===== config.mk =====
export PLATFORM = sky130hd
export DESIGN_NAME = volume_reorient_address_gen
export DESIGN_NICKNAME = d
export VERILOG_FILES = /design/src/design/vra_pkg.sv /design/src/design/vra_fifo.sv /design/src/design/vra_setup.sv /design/src/design/vra_front.sv /design/src/design/vra_back.sv /design/src/design/volume_reorient_address_gen.sv
export SDC_FILE = /design/constraint.sdc
export NUM_CORES = 2
export LEC_CHECK = 0
export BUFFER_PORTS_ARGS = -buffer_cell sky130_fd_sc_hd__buf_2
export CAP_MARGIN = 15
export CORE_MARGIN = 2
export CORE_UTILIZATION = 30
export DETAILED_ROUTE_END_ITERATION = 16
export PLACE_DENSITY = 0.46
export SLEW_MARGIN = 40
export SYNTH_ARGS = -nofsm -noshare
export SYNTH_HDL_FRONTEND = slang
export SYNTH_SLANG_ARGS = --single-unit

===== constraint.sdc =====
create_clock -name clk -period 10.52 [get_ports clk]
set_input_delay 1.578 -clock clk [delete_from_list [all_inputs] [get_ports clk]]
set_output_delay 1.578 -clock clk [all_outputs]
set_load 0.01 [all_outputs]

===== src/design/vra_pkg.sv =====
`timescale 1ns / 1ps
// ----------------------------------------------------------------------------
// vra_pkg
// Shared types and constants of the volume reorient address generator.
// ----------------------------------------------------------------------------
package vra_pkg;

    localparam int IDX_W     = 30;
    localparam int VALUE_W   = 32;
    localparam int CFG_W     = 11;
    localparam int CFG_IDX_W = 3;
    localparam int MAP_W     = 2;
    localparam int FLIP_W    = 3;

    localparam int S_DATA_W  = ((VALUE_W + 7) / 8) * 8;
    localparam int M_DATA_W  = ((2 * IDX_W + VALUE_W + 7) / 8) * 8;

    localparam logic [CFG_IDX_W-1:0] REG_SIZE_X    = 3'd0;
    localparam logic [CFG_IDX_W-1:0] REG_SIZE_Y    = 3'd1;
    localparam logic [CFG_IDX_W-1:0] REG_SIZE_Z    = 3'd2;
    localparam logic [CFG_IDX_W-1:0] REG_MAP_X     = 3'd3;
    localparam logic [CFG_IDX_W-1:0] REG_MAP_Y     = 3'd4;
    localparam logic [CFG_IDX_W-1:0] REG_MAP_Z     = 3'd5;
    localparam logic [CFG_IDX_W-1:0] REG_FLIP_MASK = 3'd6;

    // what the raster counters do after the current voxel
    typedef enum logic [1:0] {
        STEP_X,
        STEP_Y,
        STEP_Z,
        STEP_WRAP
    } step_kind_t;

    typedef logic [IDX_W-1:0] idx_t;

    typedef struct packed {
        idx_t [2:0] start;
        idx_t [2:0] step;
        idx_t [2:0] off_init;
        logic       load;
        logic       err;
        logic       clear;
    } addr_cfg_t;

endpackage


===== src/design/vra_fifo.sv =====
`timescale 1ns / 1ps
// ----------------------------------------------------------------------------
// vra_fifo
// Short register queue between the front and back halves.
// ----------------------------------------------------------------------------
module vra_fifo #(
    parameter int WIDTH = 34,
    parameter int DEPTH = 4
) (
    input  logic             clk,
    input  logic             rst_n,
    input  logic             push,
    input  logic [WIDTH-1:0] wdata,
    output logic             full,
    input  logic             pop,
    output logic [WIDTH-1:0] rdata,
    output logic             empty
);

    localparam int AW = (DEPTH > 1) ? $clog2(DEPTH) : 1;
    localparam int CW = $clog2(DEPTH + 1);

    logic [WIDTH-1:0] mem_reg [DEPTH];
    logic [AW-1:0]    wr_ptr_reg;
    logic [AW-1:0]    rd_ptr_reg;
    logic [CW-1:0]    count_reg;

    function automatic logic [AW-1:0] ptr_inc(input logic [AW-1:0] p);
        if (p == AW'(DEPTH - 1))
        begin
            ptr_inc = '0;
        end
        else
        begin
            ptr_inc = p + AW'(1);
        end
    endfunction

    assign full  = (count_reg == CW'(DEPTH));
    assign empty = (count_reg == '0);
    assign rdata = mem_reg[rd_ptr_reg];

    always_ff @(posedge clk or negedge rst_n)
    begin
        if (!rst_n)
        begin
            wr_ptr_reg <= '0;
            rd_ptr_reg <= '0;
            count_reg  <= '0;
        end
        else
        begin
            if (push)
            begin
                wr_ptr_reg <= ptr_inc(wr_ptr_reg);
            end
            if (pop)
            begin
                rd_ptr_reg <= ptr_inc(rd_ptr_reg);
            end
            if (push && !pop)
            begin
                count_reg <= count_reg + CW'(1);
            end
            else if (pop && !push)
            begin
                count_reg <= count_reg - CW'(1);
            end
        end
    end

    always_ff @(posedge clk)
    begin
        if (push)
        begin
            mem_reg[wr_ptr_reg] <= wdata;
        end
    end

endmodule


===== src/design/vra_setup.sv =====
`timescale 1ns / 1ps
// ----------------------------------------------------------------------------
// vra_setup
// Configuration registers and the stride sequencer: after reset and each
// write to a used register index it works out axis strides, start offsets
// and current offsets with one shared multiplier, one product per cycle.
// ----------------------------------------------------------------------------
module vra_setup
    import vra_pkg::*;
#(
    parameter int MAX_DIM = 1024,
    parameter int CNT_W   = 10
) (
    input  logic                       clk,
    input  logic                       rst_n,
    input  logic                       cfg_we,
    input  logic [CFG_IDX_W-1:0]       cfg_idx,
    input  logic [CFG_W-1:0]           cfg_data,
    input  logic [2:0][CNT_W-1:0]      cnt,
    output logic                       busy,
    output logic [2:0][CNT_W-1:0]      szm1,
    output addr_cfg_t                  acfg
);

    localparam int SW    = $clog2(MAX_DIM + 1);
    localparam int CMP_W = (SW > CFG_W) ? SW : CFG_W;
    localparam int PW    = SW + IDX_W;

    localparam logic [2:0] PH_LATCH   = 3'd0;
    localparam logic [2:0] PH_STRIDE  = 3'd1;
    localparam logic [2:0] PH_START_X = 3'd2;
    localparam logic [2:0] PH_START_Y = 3'd3;
    localparam logic [2:0] PH_START_Z = 3'd4;
    localparam logic [2:0] PH_OFF_X   = 3'd5;
    localparam logic [2:0] PH_OFF_Y   = 3'd6;
    localparam logic [2:0] PH_OFF_Z   = 3'd7;

    logic [2:0][CFG_W-1:0] size_reg;
    logic [2:0][MAP_W-1:0] map_reg;
    logic [FLIP_W-1:0]     flip_reg;

    logic                  busy_reg;
    logic                  load_reg;
    logic [2:0]            phase_reg;

    logic [2:0][CNT_W-1:0] szm1_reg;
    logic [1:0][SW-1:0]    cs_reg;
    idx_t                  stride2_reg;
    logic                  err_reg;
    idx_t [2:0]            start_reg;
    idx_t [2:0]            step_reg;
    idx_t [2:0]            off_reg;

    logic                  cfg_hit;
    logic                  size_wr;
    logic [2:0][SW-1:0]    es;
    logic [1:0][SW-1:0]    cs_c;
    logic                  err_c;
    idx_t [2:0]            ax_stride;
    logic [1:0]            ax;
    logic [SW-1:0]         mul_a;
    idx_t                  mul_b;
    logic [PW-1:0]         prod_full;
    idx_t                  prod;

    function automatic logic [SW-1:0] eff_size(input logic [CFG_W-1:0] s);
        logic [CMP_W-1:0] se;
        begin
            se = CMP_W'(s);
            if (s == '0)
            begin
                eff_size = SW'(1);
            end
            else if (se > CMP_W'(MAX_DIM))
            begin
                eff_size = SW'(MAX_DIM);
            end
            else
            begin
                eff_size = SW'(se);
            end
        end
    endfunction

    function automatic idx_t canon_stride(
        input logic [MAP_W-1:0] k,
        input logic [SW-1:0]    cs0,
        input idx_t             s2
    );
        unique case (k)
            2'd1:    canon_stride = IDX_W'(cs0);
            2'd2:    canon_stride = s2;
            default: canon_stride = IDX_W'(1);
        endcase
    endfunction

    assign cfg_hit = cfg_we && (cfg_idx <= REG_FLIP_MASK);
    assign size_wr = cfg_we && (cfg_idx <= REG_SIZE_Z);

    always_ff @(posedge clk or negedge rst_n)
    begin
        if (!rst_n)
        begin
            size_reg <= {3{CFG_W'(1)}};
            map_reg  <= {MAP_W'(2), MAP_W'(1), MAP_W'(0)};
            flip_reg <= '0;
        end
        else if (cfg_we)
        begin
            unique case (cfg_idx)
                REG_SIZE_X:    size_reg[0] <= cfg_data;
                REG_SIZE_Y:    size_reg[1] <= cfg_data;
                REG_SIZE_Z:    size_reg[2] <= cfg_data;
                REG_MAP_X:     map_reg[0]  <= cfg_data[MAP_W-1:0];
                REG_MAP_Y:     map_reg[1]  <= cfg_data[MAP_W-1:0];
                REG_MAP_Z:     map_reg[2]  <= cfg_data[MAP_W-1:0];
                REG_FLIP_MASK: flip_reg    <= cfg_data[FLIP_W-1:0];
                default:       ;
            endcase
        end
    end

    always_comb
    begin
        for (int i = 0; i < 3; i++)
        begin
            es[i] = eff_size(size_reg[i]);
        end
        err_c = (map_reg[0] > MAP_W'(2)) || (map_reg[1] > MAP_W'(2)) ||
                (map_reg[2] > MAP_W'(2)) || (map_reg[0] == map_reg[1]) ||
                (map_reg[0] == map_reg[2]) || (map_reg[1] == map_reg[2]);
        cs_c = {SW'(1), SW'(1)};
        for (int i = 0; i < 3; i++)
        begin
            if (map_reg[i] == MAP_W'(0))
            begin
                cs_c[0] = es[i];
            end
            if (map_reg[i] == MAP_W'(1))
            begin
                cs_c[1] = es[i];
            end
        end
        for (int i = 0; i < 3; i++)
        begin
            ax_stride[i] = canon_stride(map_reg[i], cs_reg[0], stride2_reg);
        end
    end

    always_comb
    begin
        unique case (phase_reg)
            PH_START_Y, PH_OFF_Y: ax = 2'd1;
            PH_START_Z, PH_OFF_Z: ax = 2'd2;
            default:              ax = 2'd0;
        endcase
    end

    always_comb
    begin
        unique case (phase_reg)
            PH_STRIDE:
            begin
                mul_a = cs_reg[0];
                mul_b = IDX_W'(cs_reg[1]);
            end
            PH_START_X, PH_START_Y, PH_START_Z:
            begin
                mul_a = flip_reg[ax] ? SW'(szm1_reg[ax]) : '0;
                mul_b = ax_stride[ax];
            end
            PH_OFF_X, PH_OFF_Y, PH_OFF_Z:
            begin
                mul_a = flip_reg[ax] ? SW'(szm1_reg[ax] - cnt[ax]) : SW'(cnt[ax]);
                mul_b = ax_stride[ax];
            end
            default:
            begin
                mul_a = '0;
                mul_b = '0;
            end
        endcase
    end

    assign prod_full = PW'(mul_a) * PW'(mul_b);
    assign prod      = prod_full[IDX_W-1:0];

    always_ff @(posedge clk or negedge rst_n)
    begin
        if (!rst_n)
        begin
            busy_reg  <= 1'b1;
            load_reg  <= 1'b0;
            phase_reg <= PH_LATCH;
        end
        else if (cfg_hit)
        begin
            busy_reg  <= 1'b1;
            load_reg  <= 1'b0;
            phase_reg <= PH_LATCH;
        end
        else if (busy_reg)
        begin
            phase_reg <= phase_reg + 3'd1;
            busy_reg  <= (phase_reg != PH_OFF_Z);
            load_reg  <= (phase_reg == PH_OFF_Z);
        end
        else
        begin
            load_reg <= 1'b0;
        end
    end

    always_ff @(posedge clk)
    begin
        if (busy_reg && !cfg_hit)
        begin
            unique case (phase_reg)
                PH_LATCH:
                begin
                    for (int i = 0; i < 3; i++)
                    begin
                        szm1_reg[i] <= CNT_W'(es[i] - SW'(1));
                    end
                    cs_reg  <= cs_c;
                    err_reg <= err_c;
                end
                PH_STRIDE:
                begin
                    stride2_reg <= prod;
                end
                PH_START_X, PH_START_Y, PH_START_Z:
                begin
                    start_reg[ax] <= prod;
                    step_reg[ax]  <= flip_reg[ax] ? (IDX_W'(0) - ax_stride[ax])
                                                  : ax_stride[ax];
                end
                default:
                begin
                    off_reg[ax] <= prod;
                end
            endcase
        end
    end

    assign busy          = busy_reg;
    assign szm1          = szm1_reg;
    assign acfg.start    = start_reg;
    assign acfg.step     = step_reg;
    assign acfg.off_init = off_reg;
    assign acfg.load     = load_reg;
    assign acfg.err      = err_reg;
    assign acfg.clear    = size_wr;

endmodule


===== src/design/vra_front.sv =====
`timescale 1ns / 1ps
// ----------------------------------------------------------------------------
// vra_front
// Input side: raster counters, last detection and the step kind of each
// voxel, pushed with its value into the queue.
// ----------------------------------------------------------------------------
module vra_front
    import vra_pkg::*;
#(
    parameter int CNT_W = 10,
    parameter int VW    = 32
) (
    input  logic                  clk,
    input  logic                  rst_n,
    input  logic                  s_tvalid,
    output logic                  s_tready,
    input  logic [VW-1:0]         value_in,
    input  logic                  clear,
    input  logic                  busy,
    input  logic [2:0][CNT_W-1:0] szm1,
    output logic [2:0][CNT_W-1:0] cnt,
    input  logic                  q_full,
    output logic                  q_push,
    output step_kind_t            q_kind,
    output logic [VW-1:0]         q_value
);

    logic [2:0][CNT_W-1:0] cnt_reg;
    logic [2:0]            at_end;
    step_kind_t            kind;

    assign s_tready = !busy && !q_full;
    assign q_push   = s_tvalid && s_tready;

    always_comb
    begin
        for (int i = 0; i < 3; i++)
        begin
            at_end[i] = (cnt_reg[i] == szm1[i]);
        end
        priority if (at_end[0] && at_end[1] && at_end[2])
        begin
            kind = STEP_WRAP;
        end
        else if (at_end[0] && at_end[1])
        begin
            kind = STEP_Z;
        end
        else if (at_end[0])
        begin
            kind = STEP_Y;
        end
        else
        begin
            kind = STEP_X;
        end
    end

    always_ff @(posedge clk or negedge rst_n)
    begin
        if (!rst_n)
        begin
            cnt_reg <= '0;
        end
        else if (clear)
        begin
            cnt_reg <= '0;
        end
        else if (q_push)
        begin
            unique case (kind)
                STEP_X:
                begin
                    cnt_reg[0] <= cnt_reg[0] + CNT_W'(1);
                end
                STEP_Y:
                begin
                    cnt_reg[0] <= '0;
                    cnt_reg[1] <= cnt_reg[1] + CNT_W'(1);
                end
                STEP_Z:
                begin
                    cnt_reg[0] <= '0;
                    cnt_reg[1] <= '0;
                    cnt_reg[2] <= cnt_reg[2] + CNT_W'(1);
                end
                STEP_WRAP:
                begin
                    cnt_reg <= '0;
                end
            endcase
        end
    end

    assign cnt     = cnt_reg;
    assign q_kind  = kind;
    assign q_value = value_in;

endmodule


===== src/design/vra_back.sv =====
`timescale 1ns / 1ps
// ----------------------------------------------------------------------------
// vra_back
// Output side: per-axis running offsets and the raster index, summed into
// the canonical index and held in the output register.
// ----------------------------------------------------------------------------
module vra_back
    import vra_pkg::*;
#(
    parameter int VW = 32
) (
    input  logic          clk,
    input  logic          rst_n,
    input  addr_cfg_t     acfg,
    input  logic          q_empty,
    output logic          q_pop,
    input  step_kind_t    q_kind,
    input  logic [VW-1:0] q_value,
    output logic          m_tvalid,
    input  logic          m_tready,
    output idx_t          canon_index,
    output idx_t          raster_index,
    output logic [VW-1:0] value_out,
    output logic          last_voxel,
    output logic          map_error
);

    idx_t [2:0]    off_reg;
    idx_t          raster_reg;
    logic          valid_reg;
    idx_t          canon_out_reg;
    idx_t          raster_out_reg;
    logic [VW-1:0] value_reg;
    logic          last_reg;
    logic          err_reg;
    idx_t          canon_sum;

    assign q_pop     = !q_empty && (!valid_reg || m_tready);
    assign canon_sum = off_reg[0] + off_reg[1] + off_reg[2];

    always_ff @(posedge clk or negedge rst_n)
    begin
        if (!rst_n)
        begin
            valid_reg  <= 1'b0;
            raster_reg <= '0;
        end
        else
        begin
            if (q_pop)
            begin
                valid_reg <= 1'b1;
            end
            else if (m_tready)
            begin
                valid_reg <= 1'b0;
            end
            if (acfg.clear)
            begin
                raster_reg <= '0;
            end
            else if (q_pop)
            begin
                raster_reg <= (q_kind == STEP_WRAP) ? '0 : raster_reg + IDX_W'(1);
            end
        end
    end

    always_ff @(posedge clk)
    begin
        if (acfg.load)
        begin
            off_reg <= acfg.off_init;
        end
        else if (q_pop)
        begin
            unique case (q_kind)
                STEP_X:
                begin
                    off_reg[0] <= off_reg[0] + acfg.step[0];
                end
                STEP_Y:
                begin
                    off_reg[0] <= acfg.start[0];
                    off_reg[1] <= off_reg[1] + acfg.step[1];
                end
                STEP_Z:
                begin
                    off_reg[0] <= acfg.start[0];
                    off_reg[1] <= acfg.start[1];
                    off_reg[2] <= off_reg[2] + acfg.step[2];
                end
                STEP_WRAP:
                begin
                    off_reg <= acfg.start;
                end
            endcase
        end
        if (q_pop)
        begin
            canon_out_reg  <= acfg.err ? '0 : canon_sum;
            raster_out_reg <= raster_reg;
            value_reg      <= q_value;
            last_reg       <= (q_kind == STEP_WRAP);
            err_reg        <= acfg.err;
        end
    end

    assign m_tvalid     = valid_reg;
    assign canon_index  = canon_out_reg;
    assign raster_index = raster_out_reg;
    assign value_out    = value_reg;
    assign last_voxel   = last_reg;
    assign map_error    = err_reg;

endmodule


===== src/design/volume_reorient_address_gen.sv =====
`timescale 1ns / 1ps
// ----------------------------------------------------------------------------
// volume_reorient_address_gen
// Raster-order voxel stream to canonical-volume address pairs.
// ----------------------------------------------------------------------------
// One voxel per cycle: a transaction is taken on every clock while the
// output side keeps up, and its result passes through the queue and the
// output register. The canonical index is kept as three per-axis running
// offsets that step by precomputed signed strides, so no multiply sits in
// the voxel path. After reset and after every write to a used register
// index the setup sequencer builds strides and offsets on its single
// multiplier, with s_tready low, and then loads the offsets.
// Writing a size restarts the raster at voxel 0; map and flip writes keep
// the position. Each result carries the canonical index and the raster
// index, usable as a scatter-write or a gather-read address pair.
// ----------------------------------------------------------------------------
module volume_reorient_address_gen
    import vra_pkg::*;
#(
    parameter int MAX_DIM    = 1024,
    parameter int VALUE_BITS = 32
) (
    input  logic                 clk,
    input  logic                 rst_n,
    input  logic                 s_tvalid,
    output logic                 s_tready,
    input  logic [S_DATA_W-1:0]  s_tdata,   // voxel_value
    output logic                 m_tvalid,
    input  logic                 m_tready,
    output logic [M_DATA_W-1:0]  m_tdata,   // canon_index, raster_index, value_out
    output logic                 m_tlast,
    output logic [0:0]           m_tuser,   // map_error
    input  logic                 cfg_we,
    input  logic [CFG_IDX_W-1:0] cfg_idx,
    input  logic [CFG_W-1:0]     cfg_data
);

    localparam int CNT_W = (MAX_DIM > 1) ? $clog2(MAX_DIM) : 1;
    localparam int VW    = (VALUE_BITS < VALUE_W) ? VALUE_BITS : VALUE_W;
    localparam int QW    = VW + 2;

    logic                  busy;
    logic [2:0][CNT_W-1:0] szm1;
    logic [2:0][CNT_W-1:0] cnt;
    addr_cfg_t             acfg;

    logic                  q_push;
    logic                  q_full;
    logic                  q_pop;
    logic                  q_empty;
    step_kind_t            push_kind;
    logic [VW-1:0]         push_value;
    logic [QW-1:0]         q_rdata;

    idx_t                  canon_index;
    idx_t                  raster_index;
    logic [VW-1:0]         value_out;
    logic                  last_voxel;
    logic                  map_error;

    vra_setup #(
        .MAX_DIM (MAX_DIM),
        .CNT_W   (CNT_W)
    ) u_setup (
        .clk      (clk),
        .rst_n    (rst_n),
        .cfg_we   (cfg_we),
        .cfg_idx  (cfg_idx),
        .cfg_data (cfg_data),
        .cnt      (cnt),
        .busy     (busy),
        .szm1     (szm1),
        .acfg     (acfg)
    );

    vra_front #(
        .CNT_W (CNT_W),
        .VW    (VW)
    ) u_front (
        .clk      (clk),
        .rst_n    (rst_n),
        .s_tvalid (s_tvalid),
        .s_tready (s_tready),
        .value_in (s_tdata[VW-1:0]),
        .clear    (acfg.clear),
        .busy     (busy),
        .szm1     (szm1),
        .cnt      (cnt),
        .q_full   (q_full),
        .q_push   (q_push),
        .q_kind   (push_kind),
        .q_value  (push_value)
    );

    vra_fifo #(
        .WIDTH (QW),
        .DEPTH (4)
    ) u_fifo (
        .clk   (clk),
        .rst_n (rst_n),
        .push  (q_push),
        .wdata ({push_kind, push_value}),
        .full  (q_full),
        .pop   (q_pop),
        .rdata (q_rdata),
        .empty (q_empty)
    );

    vra_back #(
        .VW (VW)
    ) u_back (
        .clk          (clk),
        .rst_n        (rst_n),
        .acfg         (acfg),
        .q_empty      (q_empty),
        .q_pop        (q_pop),
        .q_kind       (step_kind_t'(q_rdata[QW-1:VW])),
        .q_value      (q_rdata[VW-1:0]),
        .m_tvalid     (m_tvalid),
        .m_tready     (m_tready),
        .canon_index  (canon_index),
        .raster_index (raster_index),
        .value_out    (value_out),
        .last_voxel   (last_voxel),
        .map_error    (map_error)
    );

    assign m_tdata = M_DATA_W'({VALUE_W'(value_out), raster_index, canon_index});
    assign m_tlast = last_voxel;
    assign m_tuser = map_error;

endmodule


# ---- Yosys cells after proc, flatten, opt, wreduce, memory -nomap -nowiden
# Memory sizes are Yosys's and may differ from the RTL's.
# Cells that the tools add are included.
dict set report classes {
  n_lt_le_gt_ge 10
  addsub 19
  n_eq_ne 35
  bitwise_logic 1
  multipliers 1
  n_mux 64
  reduce_logical 70
}
# op count
set op_table {}
lappend op_table {{$pmux 30 s2} 7}
lappend op_table {{$bwmux 90} 3}
lappend op_table {{$mux 30} 8}
lappend op_table {{$mux 90} 2}
lappend op_table {{$add 30x30->30} 5}
lappend op_table {{$mux 11} 13}
lappend op_table {{$bmux 30 s2} 1}
lappend op_table {{$demux 30 s2} 1}
lappend op_table {{$pmux 10 s2} 3}
lappend op_table {{$bmux 10 s2} 2}
lappend op_table {{$gt 11x11->1 const B} 3}
lappend op_table {{$logic_not 11->1} 3}
lappend op_table {{$pmux 11 s3} 1}
lappend op_table {{$add 10x1->10 const B} 3}
lappend op_table {{$add 30x1->30 const B} 1}
lappend op_table {{$eq 10x10->1} 3}
lappend op_table {{$mul 11x30->30} 1}
lappend op_table {{$mux 10} 3}
lappend op_table {{$reduce_and 2->1} 15}
lappend op_table {{$sub 1x30->30 const A} 1}
lappend op_table {{$sub 10x1->10 const B} 3}
lappend op_table {{$eq 3x3->1 const B} 8}
lappend op_table {{$eq 2x2->1 const B} 9}
lappend op_table {{$eq 3x2->1 const B} 4}
lappend op_table {{other kinds (30)} 97}
dict set report word_totals {
  word_cells 243
  inputBits 51
  ram_bits 136
  reg_bits 652
  out_inout_bits 100
  memories 1
}
# memory depth width rd rd_ports_with_merged_regs wr line_no
set memory_table {}
lappend memory_table {u_fifo.mem_reg 4 34 1 0 1 vra_fifo.sv:23} ;# logic [WIDTH-1:0] mem_reg [DEPTH];

# ---- Longest topological paths before layout
dict set report logic_depth {
  ltp_word 10
  ltp_mapped 43
}

# ---- Cells and area by module
# A second synthesis with hierarchy kept.
dict set report unflattened {
  hier_cells 4104
  area_unflattened_um2 47708.3
}
# mod area_per_inst_um2 seq_area_each_um2 cells_each instances
set by_module_without_submodules {}
lappend by_module_without_submodules {vra_setup 24385.9 11783.8 2024 1}
lappend by_module_without_submodules {vra_back 15592.5 6301.0 1597 1}
lappend by_module_without_submodules {vra_fifo 5372.7 4259.1 215 1}
lappend by_module_without_submodules {vra_front 2323.5 750.7 263 1}
lappend by_module_without_submodules {volume_reorient_address_gen 33.8 0.0 5 1}

# ---- Least setup slack after synthesis
# OpenSTA, ideal clock, no wires.
dict set report synth_path {
  path_kind {register to register}
  startpoint {reg u_setup.phase_reg[1]}
  endpoint {reg u_setup.start_reg (netlist bit u_setup.acfg[212]), data pin}
  required_time_ps 10301
  stages_incl_launch_ff 40
  period_less_slack_ps 9384
  t_arrival_ps 9165
  setup_ps 219
  path_slack_ps 1136
  cell_sequence {dfrtp_1 > ha_1 > ha_1 > a21oi_1 > nor3_2 > buf_4 > buf_4 > buf_4 > buf_4 > o21ai_0 > ha_1 > inv_1 > fa_1 > a211oi_1 > o21bai_1 > a21oi_1 > o21ai_0 > a21o_1 > [4 not listed] > nor2_1 > fa_1 > fa_1 > fa_1 > fa_1 > fa_1 > ha_1 > a21oi_1 > o22ai_1 > or3_1 > o221a_2 > a41o_1 > o211ai_1 > o22ai_1 > o21ai_1 > nand2b_1 > a21oi_1 > xnor2_1}
}
dict set report synth_via {
  elab_chain_len 10
  word_cells_on_any_way 33
}
# item line_no
set synth_lines {}
lappend synth_lines {{start: declaration} vra_setup.sv:44} ;# logic [2:0] phase_reg;
lappend synth_lines {{start signal: assignment} vra_setup.sv:204} ;# phase_reg <= phase_reg + 3'd1;
lappend synth_lines {{$eq 3x3->1 or $eq 3x2->1 (tied branches)} {vra_setup.sv:152, vra_setup.sv:161}}
lappend synth_lines {{$reduce_or 2->1} vra_setup.sv:152} ;# unique case (phase_reg)
lappend synth_lines {{$pmux 2 s2} vra_setup.sv:152}
lappend synth_lines {{$bmux 10 s2, on equally long branches} {vra_setup.sv:169, vra_setup.sv:174}}
lappend synth_lines {{$mux 10, on equally long branches} {vra_setup.sv:169, vra_setup.sv:174}}
lappend synth_lines {{$sub 10x10->11} vra_setup.sv:174} ;# mul_a = flip_reg[ax] ? SW'(szm1_reg[ax] - cnt[ax]) : SW'(cnt[ax]);
lappend synth_lines {{$mux 11} vra_setup.sv:174}
lappend synth_lines {{$pmux 11 s3} vra_setup.sv:161} ;# unique case (phase_reg)
lappend synth_lines {{$mul 11x30->30 (*)} vra_setup.sv:185} ;# assign prod_full = PW'(mul_a) * PW'(mul_b);
lappend synth_lines {{via u_setup.prod_full[29]} vra_setup.sv:63} ;# logic [PW-1:0] prod_full;
lappend synth_lines {{$bwmux 90 (*)} vra_setup.sv:234} ;# start_reg[ax] <= prod;
lappend synth_lines {{end signal: indexed assignment} vra_setup.sv:234}
lappend synth_lines {{end: declaration} vra_setup.sv:50} ;# idx_t [2:0] start_reg;
# The timed path passes the listed nets; every way through them passes the cells marked *. The select of a mux whose other input is x is not followed.
# A chain may end at the register's enable or synchronous reset.

# ---- Worst setup path after layout
dict set report layout_path {
  startpoint {reg u_setup.phase_reg[0]}
  endpoint {reg u_setup.off_reg (netlist bit u_setup.acfg[32]), data pin}
}
dict set report layout_via {
  elab_chain_len 10
  word_cells_on_any_way 33
}
# item line_no
set layout_lines {}
lappend layout_lines {{$eq 3x3->1 or $eq 3x2->1 (tied branches)} {vra_setup.sv:152, vra_setup.sv:161}}
lappend layout_lines {{$reduce_or 2->1} vra_setup.sv:152}
lappend layout_lines {{$pmux 2 s2} vra_setup.sv:152}
lappend layout_lines {{$bmux 10 s2, on equally long branches} {vra_setup.sv:169, vra_setup.sv:174}}
lappend layout_lines {{$mux 10, on equally long branches} {vra_setup.sv:169, vra_setup.sv:174}}
lappend layout_lines {{$sub 10x10->11} vra_setup.sv:174}
lappend layout_lines {{$mux 11} vra_setup.sv:174}
lappend layout_lines {{$pmux 11 s3} vra_setup.sv:161}
lappend layout_lines {{$mul 11x30->30 (*)} vra_setup.sv:185}
lappend layout_lines {{via u_setup.prod_full[29]} vra_setup.sv:63}
lappend layout_lines {{$bwmux 90 (*)} vra_setup.sv:240} ;# off_reg[ax] <= prod;
lappend layout_lines {{end signal: indexed assignment} vra_setup.sv:240}
lappend layout_lines {{end: declaration} vra_setup.sv:52} ;# idx_t [2:0] off_reg;
# Marks and branches as above.

==> run metrics <==
Top-Level Pins 151; total design power around 15 mW; startpoint types register; # setup viols final 0; worst setup path category register to register; first-pass GRT wire length 201000 um; Avg Vias per Cell 4.98; number of max-cap violations 0; hold_sp u_back.raster_reg[14]; Hold WS 0.479 ns; Mapped Area 46400 sq um; Num CTS Buffers 90; CP Max Fanout 19; most frequent cells in the layout edfxtp_1, nand2_1, nor2_1; Finished Layout Cells between 6000 and 7000; worst slew pin tran 0.883 ns; H-Tree Depth 3; Yosys cell types 90; routing usage on met1 about a quarter; Core Rows 144; most frequent cell on the critical path fa_1; Max clock buf depth 3; Vias 31000; dpl hpwl 96100 um; antenna violations before repair 1; final worst path period share 94.4%; status finished clean; DR iter-0 viols around 2200; Fin Setup TNS 0 ns; Port Buffer Count around 150; simple-gate share of the synthesized area 11.4%; Power Dens Cells roughly 280 nW/um^2; area of the core about 150000 sq um; total die area 158000 sq um; Synth Flop Type edfxtp_1; Hold WC Path Type register to register; Slowest cell on crit path dfrtp_1; crit-path max cell delay 0.51 ns; reg2reg start u_setup.phase_reg[0]; Compound-Gate Fraction of Synth Area between 10% and 20%; total clock sinks 788; number of synthesized flops with an enable pin 673; Clock transition at path regs around 0.060 ns; Syn-to-layout area delta 13.7%; GR Overflow Total 0; largest family of logic cells by synthesized area adder cells; DR pass1 iterations 5; crit path launch u_setup.phase_reg[0]; #FFs+latches synth between 700 and 800; Clock Latency Late Sink 0.73 ns; Worst setup EP type register; Total GRT Usage between 10% and 20%; drc violations 0; share of post-route cells with drive strength above 1 12.3%; vias in the first global route between 30000 and 40000; Hold Vio Cnt, Final 0; RSZ-0062 raised after global routing no; Filler Cells Inserted 15400; flip-flop count of the largest register after layout 270; Setup Skew 0.0625 ns; DRT antenna net count 0; largest net degree at the start of global routing 70; register area around 23000 sq um; Synth Area in XOR/XNOR ~4.2%; final design utilization between 30% and 40%; Synth async-reset ratio 14.6%; combinational power share 45.8%; net switching power about 6.0 mW; Max VDD drop 155 uV; WL per Instance about 21 um; Switching Share 40.1%; Most Crowded Layer GR met2; Initial Util between 30% and 40%; met2 usage 26.1%; commonest non-fill, non-tap cell in the layout edfxtp_1; area of the multi-input gates 22000 sq um; antenna diode count 0; WP data required ~11 ns; Die H 397 um; Slew headroom 41.1%; sequential fraction of design power 33.4%; LEAKAGE 19.9 nW; worst reg-to-reg setup slack 0.59 ns; clock root buffer master clkbuf_16; Pins Over Slew Limit 0; Hold Buf Count CTS 0; Clk network pwr share 20.8%; Synth Warn # 0; Fmax between 0.1 and 0.15 GHz; wirelength, routed 132000 um; global-route track usage on met3 under 10%; dpl cells about 6100; nets around 4600; fin crit period 9.93 ns; reg-to-reg endpoint u_setup.acfg[32]; post-synthesis adder-cell area fraction 15.7%; routability cong. just under 0.9; end of the critical path u_setup.acfg[32]; TritonCTS clock tree yes; Internal Power roughly 9 mW; Cells after Synth 3965; chip width 397 um; cells on worst reg2reg path 34; CP arrival 10.34 ns; sequential area share after synthesis 49.7%; mux share of post-synthesis cell area 4.19%; Mean Syn Cell Area between 10 and 15 sq um
per-layer routing:
metal / routed length, um / vias up
li1: - / 14600
met3: 5690 / 149
met2: 59600 / 723
met5: 0 / -
met1: 64500 / 15600
met4: 2650 / 0
power by group through the flow:
stage / logic, mW / registers, mW / clock network [mW]
2_1_floorplan: 4.80 / 4.90 / 0
3_3_place_gp: 6.80 / 5.06 / 0
3_5_place_dp: 6.85 / 5.06 / 0
4_1_cts: 6.89 / 5.00 / 3.23
5_1_grt: 7.68 / 5.07 / 3.34
6_report: 6.86 / 5.01 / 3.12
synth_stat cells (10+ instances only):
library cell  count  area (sq um)
a21o_1           69           518
nand3_1          81           405
nor4_1           19           119
a221oi_1         22           193
nor3_1           55           275
o22ai_1          17           106
o211ai_1         15           113
a21oi_1         228          1140
o21ai_0         206          1030
mux4_2           34           766
inv_1           252           946
xnor2_1         135          1180
a31oi_1          24           150
edfxtp_1        673         20200
nand4_1          21           131
and3_1           54           338
a221o_1          10           100
nand2_1         362          1360
a22oi_1          47           353
fa_1            236          4720
mux2_2           68           766
clkbuf_1        124           465
ha_1            204          2550
or3_1            25           156
o31ai_1          18           135
buf_1            18          67.6
nor3b_1          16           120
nand2b_1         61           382
nor2b_1          44           275
xor2_1           82           718
o21bai_1         20           150
and2_1           22           138
mux2i_1          35           350
nor2_1          330          1240
dfrtp_1         109          2730
a22o_1           19           166
o21ai_1          12          60.1
a211oi_1         20           150
o21a_1           41           308
stage by stage:
step	setup WS, ns	area [sq um]
final	0.590	52800
after global routing	0.0421	52800
after CTS	0.383	52700
after detailed placement	0.455	49700
after global placement	0.544	49700
after floorplan	1.14	46400
worst max-delay path, delay by kind of cell, from the launching register on:
family,cells,cell delay [ns]
DFF,1,0.51
and+or+nand+nor,4,0.90
adders and majority gates,8,3.38
buffers and inverters,4,0.84
muxes,1,0.40
xor gates and xnor gates,2,0.37
AOI/OAI and AO/OA,15,3.19
timing repair:
item | in CTS | in global routing
gates resized for setup | 0 | 4
setup endpoints to repair | 0 | 42
buffers inserted | 0 | 2
worst min-delay path by stage:
stage	endpoint	cells past startpoint	slack, ns
after detailed placement	u_back.raster_index[6]	0	0.48
final	u_back.raster_index[14]	0	0.48
after global routing	u_back.raster_index[14]	0	0.50
after global placement	u_back.m_tvalid	2	0.47
after CTS	u_back.raster_index[14]	0	0.47
after floorplan	u_back.raster_index[6]	0	0.45
final cells by class:
cell class	count	area share, %
Sequential cell	788	43.7
Multi-Input combinational cell	2767	41.7
Tap cell	2044	4.84
Clock buffer	118	4.58
Timing Repair Buffer	213	2.36
Inverter	254	1.81
Clock inverter	50	1.01
cell families after synthesis:
logic type / Yosys count
AND/OR/NAND/NOR: 1131
AO/OA/AOI/OAI: 831
flip-flops: 788
adder cells (fa/ha/maj): 440
buffers and inverters: 413
XOR/XNOR: 220
multiplexers: 141
other: 1
Note: power is estimated with default switching activity, not from simulation.
